**src/rtl/ioirc_pkg.sv**
```systemverilog
// ioirc_pkg: shared types, codes and constants of the io interrupt redirection controller
// no dependencies
package ioirc_pkg;

  localparam int PIN_COUNT_DEF   = 32;
  localparam int COUNT_WIDTH_DEF = 16;

  localparam logic [63:0] ENTRY_RESET = 64'h0001_0000_0001_0000;
  localparam int BIT_MASKED  = 16;
  localparam int BIT_LEVEL   = 15;
  localparam int BIT_RIRR    = 14;
  localparam int BIT_DELIVS  = 12;
  localparam int BIT_LOGICAL = 11;
  localparam logic [7:0] TABLE_BASE = 8'h10;
  localparam logic [7:0] VERSION_LO = 8'h11;
  localparam logic [11:0] OFF_SELECT = 12'h000;
  localparam logic [11:0] OFF_WINDOW = 12'h010;
  localparam logic [3:0]  ACCESS_WORD = 4'd4;

  localparam logic [7:0] IDX_ID   = 8'h00;
  localparam logic [7:0] IDX_VER  = 8'h01;
  localparam logic [7:0] IDX_ARB  = 8'h02;

  typedef enum logic [2:0] {
    OP_READ     = 3'd0,
    OP_WRITE    = 3'd1,
    OP_ASSERT   = 3'd2,
    OP_DEASSERT = 3'd3,
    OP_PULSE    = 3'd4,
    OP_EOI      = 3'd5
  } op_t;

  typedef enum logic [1:0] {
    ST_OK      = 2'd0,
    ST_BADPIN  = 2'd1,
    ST_SAT_HI  = 2'd2,
    ST_SAT_LO  = 2'd3
  } status_t;

  typedef enum logic [3:0] {
    S_IDLE,
    S_DECODE,
    S_RD_WAIT,
    S_RD_DONE,
    S_WR_MERGE,
    S_PIN_UP,
    S_PIN_DOWN,
    S_SEND,
    S_EOI_READ,
    S_EOI_CHECK,
    S_FINISH
  } state_t;

endpackage

```
**src/rtl/ioirc_ram.sv**
```systemverilog
// ioirc_ram: generic single-port write, single-port read ram with registered read
// no dependencies
module ioirc_ram #(
  parameter int WIDTH = 64,
  parameter int DEPTH = 32
) (
  input  logic                     clk,
  input  logic                     we,
  input  logic [$clog2(DEPTH)-1:0] waddr,
  input  logic [WIDTH-1:0]         wdata,
  input  logic [$clog2(DEPTH)-1:0] raddr,
  output logic [WIDTH-1:0]         rdata
);

  logic [WIDTH-1:0] mem [DEPTH];

  always_ff @(posedge clk) begin
    if (we) begin
      mem[waddr] <= wdata;
    end
    rdata <= mem[raddr];
  end

endmodule

```
**src/rtl/io_interrupt_redirection_controller_unit.sv**
```systemverilog
// io_interrupt_redirection_controller_unit: top level, sequencer over the entry and count rams
// depends on ioirc_pkg and ioirc_ram
//
// an eoi visits every pin in turn; the last result comes in the final busy cycle.
// throughput: one item at a time, the next is taken in the cycle after the last result.
// reset: rst is synchronous; valid bits stand in for the reset values of the
// table and the counts, so the block takes items in the cycle after reset.
// results come one per strobe cycle; the receiver cannot stall them.
module io_interrupt_redirection_controller_unit #(
  parameter int PIN_COUNT   = ioirc_pkg::PIN_COUNT_DEF,
  parameter int COUNT_WIDTH = ioirc_pkg::COUNT_WIDTH_DEF
) (
  input  logic        clk,
  input  logic        rst,
  input  logic        start,
  output logic        busy,
  input  logic [2:0]  operation,
  input  logic [11:0] bus_offset,
  input  logic [3:0]  access_size,
  input  logic [31:0] write_data,
  input  logic [5:0]  irq_line,
  input  logic [7:0]  eoi_vector,
  output logic        strobe,
  output logic        has_delivery,
  output logic        level_trigger,
  output logic [7:0]  dest_id,
  output logic        physical_dest,
  output logic [2:0]  delivery_mode,
  output logic [7:0]  int_vector,
  output logic [31:0] read_data,
  output logic [1:0]  status,
  output logic        last
);

  localparam int PW = (PIN_COUNT > 1) ? $clog2(PIN_COUNT) : 1;
  localparam logic [COUNT_WIDTH-1:0] CMAX = {COUNT_WIDTH{1'b1}};
  localparam logic [COUNT_WIDTH-1:0] CONE = COUNT_WIDTH'(1);
  localparam logic [PW-1:0] PLAST = PW'(PIN_COUNT - 1);

  ioirc_pkg::state_t state, state_next;

  logic [2:0]  op;
  logic [11:0] off;
  logic [3:0]  size;
  logic [31:0] wd;
  logic [5:0]  line;
  logic [7:0]  vec;
  logic [31:0] rsel, rsel_next;
  logic [31:0] cid, cid_next;
  logic [31:0] rd, rd_next;
  logic [1:0]  st, st_next;
  logic [PW-1:0] pin, pin_next;
  logic        pend, pend_next;
  logic [63:0] pend_e, pend_e_next;
  logic        sent, sent_next;
  logic [63:0] hold_e, hold_e_next;
  logic        pulse2, pulse2_next;
  logic        eoi_mode, eoi_mode_next;
  logic [PIN_COUNT-1:0] tvalid, tvalid_next;
  logic [PIN_COUNT-1:0] cvalid, cvalid_next;

  logic        t_we;
  logic [63:0] t_wdata, t_rdata, entry;
  logic        c_we;
  logic [COUNT_WIDTH-1:0] c_wdata, c_rdata, cnt;
  logic [PW-1:0] raddr;

  ioirc_ram #(.WIDTH(64), .DEPTH(PIN_COUNT)) u_table (
    .clk(clk), .we(t_we), .waddr(pin), .wdata(t_wdata), .raddr(raddr), .rdata(t_rdata)
  );
  ioirc_ram #(.WIDTH(COUNT_WIDTH), .DEPTH(PIN_COUNT)) u_count (
    .clk(clk), .we(c_we), .waddr(pin), .wdata(c_wdata), .raddr(raddr), .rdata(c_rdata)
  );

  assign entry = tvalid[pin] ? t_rdata : ioirc_pkg::ENTRY_RESET;
  assign cnt   = cvalid[pin] ? c_rdata : '0;

  logic [7:0] idx;
  logic       idx_tab;
  logic [7:0] idx_rel;
  logic [63:0] wmask, merged;
  assign idx     = rsel[7:0];
  assign idx_rel = idx - ioirc_pkg::TABLE_BASE;
  assign idx_tab = (idx >= ioirc_pkg::TABLE_BASE) &&
                   ({1'b0, idx_rel} < 9'(2 * PIN_COUNT));

  always_comb begin
    wmask = idx_rel[0] ? {32'hffff_ffff, 32'h0} : {32'h0, 32'hffff_ffff};
    wmask[ioirc_pkg::BIT_RIRR]   = 1'b0;
    wmask[ioirc_pkg::BIT_DELIVS] = 1'b0;
    merged = (entry & ~wmask) | ({wd, wd} & wmask);
    if (!merged[ioirc_pkg::BIT_LEVEL]) merged[ioirc_pkg::BIT_RIRR] = 1'b0;
  end

  logic access_ok;
  assign access_ok = (size == ioirc_pkg::ACCESS_WORD) &&
                     (off == ioirc_pkg::OFF_SELECT || off == ioirc_pkg::OFF_WINDOW);

  always_ff @(posedge clk) begin
    if (rst) begin
      state  <= ioirc_pkg::S_IDLE;
      rsel   <= '0;
      cid    <= '0;
      tvalid <= '0;
      cvalid <= '0;
    end else begin
      state  <= state_next;
      rsel   <= rsel_next;
      cid    <= cid_next;
      tvalid <= tvalid_next;
      cvalid <= cvalid_next;
    end
  end

  always_ff @(posedge clk) begin
    if (state == ioirc_pkg::S_IDLE && start) begin
      op <= operation; off <= bus_offset; size <= access_size;
      wd <= write_data; line <= irq_line; vec <= eoi_vector;
    end
    rd <= rd_next; st <= st_next; pin <= pin_next; pend <= pend_next;
    pend_e <= pend_e_next; sent <= sent_next; hold_e <= hold_e_next;
    pulse2 <= pulse2_next; eoi_mode <= eoi_mode_next;
  end

  always_comb begin
    state_next = state;
    rsel_next = rsel; cid_next = cid; tvalid_next = tvalid; cvalid_next = cvalid;
    rd_next = rd; st_next = st; pin_next = pin; pend_next = pend; pend_e_next = pend_e;
    sent_next = sent; hold_e_next = hold_e; pulse2_next = pulse2; eoi_mode_next = eoi_mode;
    raddr = pin;
    t_we = 1'b0; t_wdata = entry;
    c_we = 1'b0; c_wdata = cnt;
    strobe = 1'b0; has_delivery = 1'b0; level_trigger = 1'b0; dest_id = '0;
    physical_dest = 1'b0; delivery_mode = '0; int_vector = '0; last = 1'b0;
    read_data = rd; status = st;
    busy = (state != ioirc_pkg::S_IDLE);
    unique case (state)
      ioirc_pkg::S_IDLE: begin
        if (start) begin
          state_next = ioirc_pkg::S_DECODE;
          rd_next = '0; st_next = ioirc_pkg::ST_OK; sent_next = 1'b0;
          pend_next = 1'b0; eoi_mode_next = 1'b0; pulse2_next = 1'b0;
          pin_next = '0;
        end
      end
      ioirc_pkg::S_DECODE: begin
        state_next = ioirc_pkg::S_FINISH;
        case (op) inside
          ioirc_pkg::OP_READ, ioirc_pkg::OP_WRITE: begin
            if (access_ok) begin
              if (off == ioirc_pkg::OFF_SELECT) begin
                if (op == ioirc_pkg::OP_READ) rd_next = rsel;
                else rsel_next = wd;
              end else if (idx_tab) begin
                pin_next = idx_rel[PW:1];
                raddr = idx_rel[PW:1];
                state_next = (op == ioirc_pkg::OP_READ) ? ioirc_pkg::S_RD_DONE
                                                        : ioirc_pkg::S_WR_MERGE;
              end else if (op == ioirc_pkg::OP_READ) begin
                if (idx == ioirc_pkg::IDX_ID || idx == ioirc_pkg::IDX_ARB) rd_next = cid;
                else if (idx == ioirc_pkg::IDX_VER)
                  rd_next = {8'h0, 8'(PIN_COUNT - 1), 8'h0, ioirc_pkg::VERSION_LO};
              end else if (idx == ioirc_pkg::IDX_ID) begin
                cid_next = {wd[31:24], 24'h0};
              end
            end
          end
          ioirc_pkg::OP_ASSERT, ioirc_pkg::OP_DEASSERT, ioirc_pkg::OP_PULSE: begin
            if ({1'b0, line} >= 7'(PIN_COUNT)) begin
              st_next = ioirc_pkg::ST_BADPIN;
            end else begin
              pin_next = PW'(line);
              raddr = PW'(line);
              pulse2_next = (op == ioirc_pkg::OP_PULSE);
              state_next = (op == ioirc_pkg::OP_DEASSERT) ? ioirc_pkg::S_PIN_DOWN
                                                          : ioirc_pkg::S_PIN_UP;
            end
          end
          ioirc_pkg::OP_EOI: begin
            eoi_mode_next = 1'b1;
            raddr = '0;
            state_next = ioirc_pkg::S_EOI_CHECK;
          end
          default: ;
        endcase
      end
      ioirc_pkg::S_RD_DONE: begin
        rd_next = idx_rel[0] ? entry[63:32] : entry[31:0];
        state_next = ioirc_pkg::S_FINISH;
      end
      ioirc_pkg::S_WR_MERGE: begin
        t_we = 1'b1; t_wdata = merged; tvalid_next[pin] = 1'b1;
        pend_e_next = merged;
        pend_next = merged[ioirc_pkg::BIT_LEVEL] && (cnt != '0);
        state_next = ioirc_pkg::S_SEND;
      end
      ioirc_pkg::S_PIN_UP: begin
        pend_e_next = entry;
        if (cnt == CMAX) begin
          st_next = ioirc_pkg::ST_SAT_HI;
          pend_next = 1'b0;
          state_next = ioirc_pkg::S_FINISH;
        end else begin
          // a pulse leaves the count where it was
          if (!pulse2) begin
            c_we = 1'b1; c_wdata = cnt + CONE; cvalid_next[pin] = 1'b1;
          end
          pulse2_next = 1'b0;
          pend_next = (cnt == '0);
          state_next = ioirc_pkg::S_SEND;
        end
      end
      ioirc_pkg::S_PIN_DOWN: begin
        pend_e_next = entry;
        pulse2_next = 1'b0;
        if (cnt == '0) begin
          st_next = ioirc_pkg::ST_SAT_LO;
          pend_next = 1'b0;
          state_next = ioirc_pkg::S_FINISH;
        end else begin
          c_we = 1'b1; c_wdata = cnt - CONE; cvalid_next[pin] = 1'b1;
          pend_next = 1'b0;
          state_next = ioirc_pkg::S_FINISH;
        end
      end
      ioirc_pkg::S_SEND: begin
        state_next = ioirc_pkg::S_FINISH;
        if (eoi_mode && pin != PLAST) state_next = ioirc_pkg::S_EOI_READ;
        if (pend && !pend_e[ioirc_pkg::BIT_MASKED] &&
            !(pend_e[ioirc_pkg::BIT_LEVEL] && pend_e[ioirc_pkg::BIT_RIRR])) begin
          if (pend_e[ioirc_pkg::BIT_LEVEL]) begin
            t_we = 1'b1; tvalid_next[pin] = 1'b1;
            t_wdata = pend_e;
            t_wdata[ioirc_pkg::BIT_RIRR] = 1'b1;
          end
          // the held delivery goes out, the new one waits for the next or the end
          strobe = sent;
          sent_next = 1'b1;
          hold_e_next = pend_e;
        end
        raddr = pin + PW'(1);
        if (eoi_mode) pin_next = pin + PW'(1);
      end
      ioirc_pkg::S_EOI_READ: begin
        state_next = ioirc_pkg::S_EOI_CHECK;
      end
      ioirc_pkg::S_EOI_CHECK: begin
        pend_next = 1'b0;
        pend_e_next = entry;
        if (entry[ioirc_pkg::BIT_RIRR] && entry[7:0] == vec) begin
          t_we = 1'b1; tvalid_next[pin] = 1'b1;
          t_wdata = entry; t_wdata[ioirc_pkg::BIT_RIRR] = 1'b0;
          pend_e_next[ioirc_pkg::BIT_RIRR] = 1'b0;
          pend_next = (cnt != '0);
        end
        state_next = ioirc_pkg::S_SEND;
      end
      ioirc_pkg::S_FINISH: begin
        strobe = 1'b1; last = 1'b1;
        state_next = ioirc_pkg::S_IDLE;
      end
      default: state_next = ioirc_pkg::S_IDLE;
    endcase
    if (strobe && sent) begin
      has_delivery = 1'b1;
      level_trigger = hold_e[ioirc_pkg::BIT_LEVEL];
      dest_id = hold_e[63:56];
      physical_dest = ~hold_e[ioirc_pkg::BIT_LOGICAL];
      delivery_mode = hold_e[10:8];
      int_vector = hold_e[7:0];
    end
  end

endmodule

```
**config.mk**
```make
export PLATFORM = sky130hd
export DESIGN_NAME = io_interrupt_redirection_controller_unit
export DESIGN_NICKNAME = d
export VERILOG_FILES = /design/src/rtl/ioirc_pkg.sv /design/src/rtl/ioirc_ram.sv /design/src/rtl/io_interrupt_redirection_controller_unit.sv
export SDC_FILE = /design/constraint.sdc
export NUM_CORES = 2
export LEC_CHECK = 0
export BUFFER_PORTS_ARGS = -buffer_cell sky130_fd_sc_hd__buf_4
export CORE_UTILIZATION = 59
export CTS_BUF_LIST = sky130_fd_sc_hd__clkbuf_4
export DETAILED_ROUTE_END_ITERATION = 6
export PLACE_DENSITY = 0.82
export SYNTH_ARGS = -nofsm -noshare
export SYNTH_HDL_FRONTEND = slang
export SYNTH_SLANG_ARGS = --single-unit
```
**constraint.sdc**
```tcl
create_clock -name clk -period 6.9 [get_ports clk]
set_clock_uncertainty 0.15 [all_clocks]
set_input_delay 0.69 -clock clk [delete_from_list [all_inputs] [get_ports clk]]
set_output_delay 0.69 -clock clk [all_outputs]
set_load 0.01 [all_outputs]
```
; ---- Word level (Yosys, flattened, before mapping)
; Memories as Yosys holds them, arrays and structs flattened. A register that Yosys moved wholly into a read port is not among the register bits.
; Cells that the tools add are included.
[totals]
in_bits = 68
word_cells = 240
mem_count = 2
ff_bits = 344
ram_bits = 2560
[mem_list]
columns = memory, depth, word_bits, read_ports, rd_clocked_by_memory_dff, write_ports, line
row1 = u_table.mem, 32, 64, 1, 1, 1, ioirc_ram.sv:15  ; logic [WIDTH-1:0] mem [DEPTH];
row2 = u_count.mem, 32, 16, 1, 1, 1, ioirc_ram.sv:15
[op_classes]
reduce_logical = 48
n_lt_le_gt_ge = 5
addsub = 4
mux = 108
eq_ne = 43
bitwise_logic = 10
[op_table]
columns = operator, count
row1 = $mux 32, 16
row2 = $pmux 64 s3, 2
row3 = $mux 64, 4
row4 = $pmux 32 s3, 2
row5 = $and 64x64->64, 2
row6 = $mux 16, 4
row7 = $not 64->64, 1
row8 = $or 32x32->32, 2
row9 = $or 64x64->64, 1
row10 = $pmux 32 s2, 1
row11 = $mux 5, 11
row12 = $ne 2x2->1 const B, 19
row13 = $mux 4, 8
row14 = $pmux 16 s2, 1
row15 = $mux 1, 31
row16 = $pmux 4 s7, 1
row17 = $reduce_and 7->1, 3
row18 = $eq 4x3->1 const B, 5
row19 = $mux 2, 9
row20 = $add 16x1->16 const B, 1
row21 = $eq 16x16->1 const B, 1
row22 = $logic_not 16->1, 1
row23 = $mux 8, 2
row24 = $reduce_bool 16->1, 1
row25 = 51 further kinds, 89

; ---- Logic depth before layout (Yosys ltp)
[depth]
ltp_word = 9
mapped_depth = 19

; ---- By module
; From an unflattened synthesis, not the netlist that was laid out.
[hier_totals]
cells_unflattened = 5857
hier_area_um2 = 115273.1
[by_module_without_submodules]
columns = module, area_per_inst_um2, instances, seq_area_each_um2, cells_each
row1 = ioirc_ram (u_table), 78964.5, 1, 62780.2, 3096
row2 = ioirc_ram (u_count), 20534.7, 1, 15695.1, 1143
row3 = io_interrupt_redirection_controller_unit, 15773.9, 1, 7957.6, 1618

; ---- Worst setup path before layout
; Ideal clock, no wire load.
[synth_path]
kind = register -> register
startpoint = register state[0]
endpoint = memory u_table.mem[31][0] (enable)
arrival_ps = 6482
stages_incl_launch_ff = 12
path_slack_ps = -225
n_path_buf = 4
path_cell_list = dfxtp_1 > buf_2 > nor2b_1 > nand3_1 > a2111oi_2 > and2_1 > clkbuf_1 > nor2_1 > o21ai_1 > buf_4 > buf_2 > nor2b_1
[synth_between]
elab_chain_cells = 4
elab_cells_between_ends = 6
classes_between = eq/ne (3) / mux (3)
[synth_lines]
columns = item, line
row1 = start: declaration, io_interrupt_redirection_controller_unit.sv:40  ; ioirc_pkg::state_t state, state_next;
row2 = start signal: assignment, io_interrupt_redirection_controller_unit.sv:101  ; state <= ioirc_pkg::S_IDLE;
row3 = start signal: assignment, io_interrupt_redirection_controller_unit.sv:107  ; state <= state_next;
row4 = $eq 4x4->1 / $eq 4x3->1 (equally long branches), io_interrupt_redirection_controller_unit.sv:137  ; unique case (state)
row5 = $pmux 1 s3 (*), io_interrupt_redirection_controller_unit.sv:137
row6 = $mux 1 (*), ioirc_ram.sv:18  ; if (we) begin
row7 = $mux 1 (implied by the code) (*), ioirc_ram.sv:19  ; mem[waddr] <= wdata;
row8 = end: declaration, ioirc_ram.sv:15
; Mark *: on every way between the ends. The rest lies on a longest branch, timed or not.

; ---- Worst setup path after layout
[layout_path]
startpoint = register state[0]
endpoint = output physical_dest
[layout_between]
elab_chain_cells = 4
elab_cells_between_ends = 5
classes_between = eq/ne (2) / mux (2) / reduce/logical (1)
[layout_lines]
columns = item, line
row1 = $eq 4x4->1 / $eq 4x3->1 (equally long branches), io_interrupt_redirection_controller_unit.sv:137
row2 = $pmux 1 s2 (*), io_interrupt_redirection_controller_unit.sv:137
row3 = $logic_and 1x1->1 (*), io_interrupt_redirection_controller_unit.sv:264  ; if (strobe && sent) begin
row4 = $mux 1 (*), io_interrupt_redirection_controller_unit.sv:264
row5 = end: declaration, io_interrupt_redirection_controller_unit.sv:27  ; output logic physical_dest,
; Marked as above.

==> flow_metrics.py <==
metrics = {
    "status": {
        "outcome": "finished with violations",
        "violations": "DRC, capacitance limit, slew limit",
    },
    "sta": {
        "post-route-period-util_pct": 83.88,
        "slew_violations": 1,
        "rsz0062_at_grt": "false",
        "finalHoldViolCount": 0,
        "whs_ps": 308.0,
        "setup_viol": 0,
        "relSlewSlack_pct": -1.951,
        "worst_slew_pin_slew_ps": 1487,
        "post-route-min-period_ps": 5788,
        "max_clock_freq_mhz": 172.8,
    },
    "logic_synthesis": {
        "synthAdderAreaFrac_pct": 0.08576,
        "syn_inst": 8438,
        "synth_warnings": 0,
        "synth-seq-cells": 2941,
        "synth_cell_type_count": 85,
        "synth_simple_gate_area_share_pct": 12.73,
        "synth.largest_area_cell": "edfxtp_1",
        "avgSynthCellArea_um2": 13.83,
        "seq_area_frac_synth_pct": 74.06,
        "synthTopCellsByArea": "edfxtp_1 71%, nand3_1 5.5%, nand2_1 5.1%",
        "synth_flop_cell": "edfxtp_1",
        "yosys.area_share.xor_xnor_pct": 0.1201,
        "synth_edf_count": 2753,
        "synth.net_count": 8514,
        "async_flop_share_pct": 0,
        "synth_top_area_share_pct": 70.83,
        "yosys-mux-area-fraction_pct": 3.602,
        "synth_area_um2": 116700,
        "synth_top_family_by_area": "simple AND/OR/NAND/NOR gates",
        "synth_compound_area_share_pct": 6.963,
    },
    "setup_path": {
        "cp.arrival_ps": 4950,
        "worst_setup_path_end_kind": "primary output",
        "cp.required_ps": 6060,
        "path_max_fanout": 23,
        "worstSetupPathType": "reg2out",
        "cp-start-kind": "flip-flop",
    },
    "clock_tree": {
        "clk_pin_slew_ps": 80,
        "cts_num_sinks": 2941,
        "cts_tree": "yes",
        "htreeDepth": 6,
        "post_cts_buffers": 0,
        "clk_path_buf_depth": 4,
        "numCtsBuffers": 711,
        "ctsResizeCount": 0,
        "insertion_delay_ps": 1500,
        "root_buffer": "clkbuf_4",
    },
    "detailed_routing": {
        "drtPass1Iterations": 7,
        "ant_nets": 0,
        "vias": 81080,
        "drcViolationCount": 12,
        "finalWirelength_mm": 344.5,
        "wl_per_cell_um": 28.24,
        "drt-initial-drc-count": 12680,
        "routed_via_density": 6.647,
    },
    "final_layout": {
        "area_growth_pct": 13.31,
        "register_area_um2": 86440,
        "drive_gt1_share_pct": 17.22,
        "instances_no_fill": 12200,
        "final_nets": 9103,
        "most-common-layout-cells": "2753 x edfxtp_1, 1588 x nand2_1, 1286 x nand3_1, 1065 x clkbuf_4, 362 x mux2i_1",
        "mostFrequentLayoutCell": "edfxtp_1",
        "multi_input_area_um2": 28620,
        "fill_cells": 12580,
    },
    "global_route": {
        "grt_pass1_wl_mm": 498.3,
        "grt_max_degree": 210,
        "antenna_found_initial": 22,
        "grt_pass1_vias": 78830,
        "grt_usage_pct": 34.13,
        "gr-total-overflow": 0,
    },
    "place": {
        "post-dp-hpwl_mm": 195.2,
        "portBuffers": 126,
        "dp.cells": 10810,
        "place_congestion": 0.9575,
    },
    "run": {
        "drv_cap": 1,
    },
    "power": {
        "vdd_drop_max_uv": 466.4,
        "p_leak_nw": 44.53,
        "powerDensity_nw_per_um2": 472.5,
    },
    "worst_hold_path": {
        "hold_path.class": "reg2reg",
    },
    "floorplan": {
        "die_height_um": 446.8,
        "row_count": 162,
        "dieArea_um2": 199600,
        "ios": 127,
        "die_width_um": 446.8,
        "initial_core_util_pct": 59.61,
        "core_area_um2": 195800,
    },
}
==> critical path, stage by stage (launching register included) <==
cell,delay [ps]
dfxtp_1,680
nor2b_1,360
nand3_1,430
a2111oi_4,500
buf_4,430
a21o_1,540
and2_1,230
nor2b_1,150
buf_4,130
==> synth_stat cells (4+ instances only) <==
cell type  instances
a31oi_1           72
nor2_2             5
o211ai_1         316
and3_1            38
a21oi_1          125
buf_2            250
nand4_1           83
o221ai_1          55
mux4_2            23
buf_6              5
inv_1             21
nor2b_1           39
a22o_1             7
o21ai_1            4
nor2_1           203
mux2i_1          366
xor2_1             7
nand3_1         1286
a22oi_1           13
xnor2_1            9
buf_1             31
o21ai_0          119
o31ai_1            6
nand2b_1           7
and2_1            16
or4_1              4
dfxtp_1          188
a32oi_1          324
nor3_1            22
or2_2              7
a21o_1             5
ha_1               8
clkbuf_1         320
nor4_1             9
nand2_1         1591
edfxtp_1        2753
o22ai_1            8
a221oi_1           6
buf_4             17
==> area by class of cell <==
| cell class | instances | area share (%) |
|---|---|---|
| Multi-Input combinational cell | 4850 | 21.64 |
| Sequential cell | 2941 | 65.36 |
| Inverter | 24 | 0.07285 |
| Clock buffer | 1065 | 6.046 |
| Antenna cell | 16 | 0.03028 |
| Tap cell | 2624 | 2.483 |
| Timing Repair Buffer | 499 | 3.614 |
| Clock inverter | 179 | 0.7503 |
==> logic make-up (layout without fill, tap and decap cells) <==
logic type                 count (synthesis)  count (layout)
and+or+nand+nor                         3339            3339
adders and majority gates                  8               8
muxes                                    391             391
buffers and inverters                    647            1767
AOI/OAI and AO/OA                       1096            1096
xor gates and xnor gates                  16              16
DFF                                     2941            2941
other                                      0              16
==> worst paths after layout <==
kind / slack [ps] / to / startpoint / cells after the start
setup / recovery: 1110 / physical_dest / state[0] / 8
hold / removal: 310 / hold_e[56] / pend_e[56] / 0
setup reg to reg: 1190 / u_count.mem[10][9] / pin[0] / 15
hold reg to reg: 310 / hold_e[56] / pend_e[56] / 0
==> timing repair <==
item / in CTS / in global routing
hold endpoints to repair: 216 / 0
setup endpoints to repair: 0 / 0
hold buffers: 133 / 0
==> metal layers <==
metal	share of wire [%]	track usage, %	up-vias
met5	0.046	0	-
li1	-	-	33900
met4	8.7	26.64	22
met2	45	51.47	6782
met1	33	41.56	38900
met3	13	9.839	1478
==> report_power, final <==
group	switching (mW)	internal (mW)	total, mW
clock network	6.92	7.44	14.4
logic	18.4	6.80	25.1
registers	0.911	22.1	23.0
total	26.2	36.3	62.5
==> metrics by stage <==
stage | cell area [um2] | utilization [%] | setup WS [ps] | total power, mW | setup TNS, ps
after global placement | 121900 | 62.24 | 1460 | 46.38 | 0
after detailed placement | 121900 | 62.24 | 1333 | 47.27 | 0
after floorplan | 116700 | - | -20.43 | 38.16 | -4069
after CTS | 132200 | 67.51 | 1113 | 61.47 | 0
final | 132200 | 67.54 | 1112 | 62.48 | 0
after global routing | 132200 | 67.52 | 868.1 | 64.46 | 0
==> registers in the layout (all words and copies together) (netlist names), 6 cells and up <==
name / flops
cvalid: 32
tvalid: 32
u_count.rdata: 16
hold_e: 21
off: 12
rsel: 32
pend_e: 64
u_table.mem: 2048
line: 6
read_data: 32
u_count.mem: 512
wd: 32
vec: 8
cid: 8
u_table.rdata: 64
(Power assumes the default switching activity.)
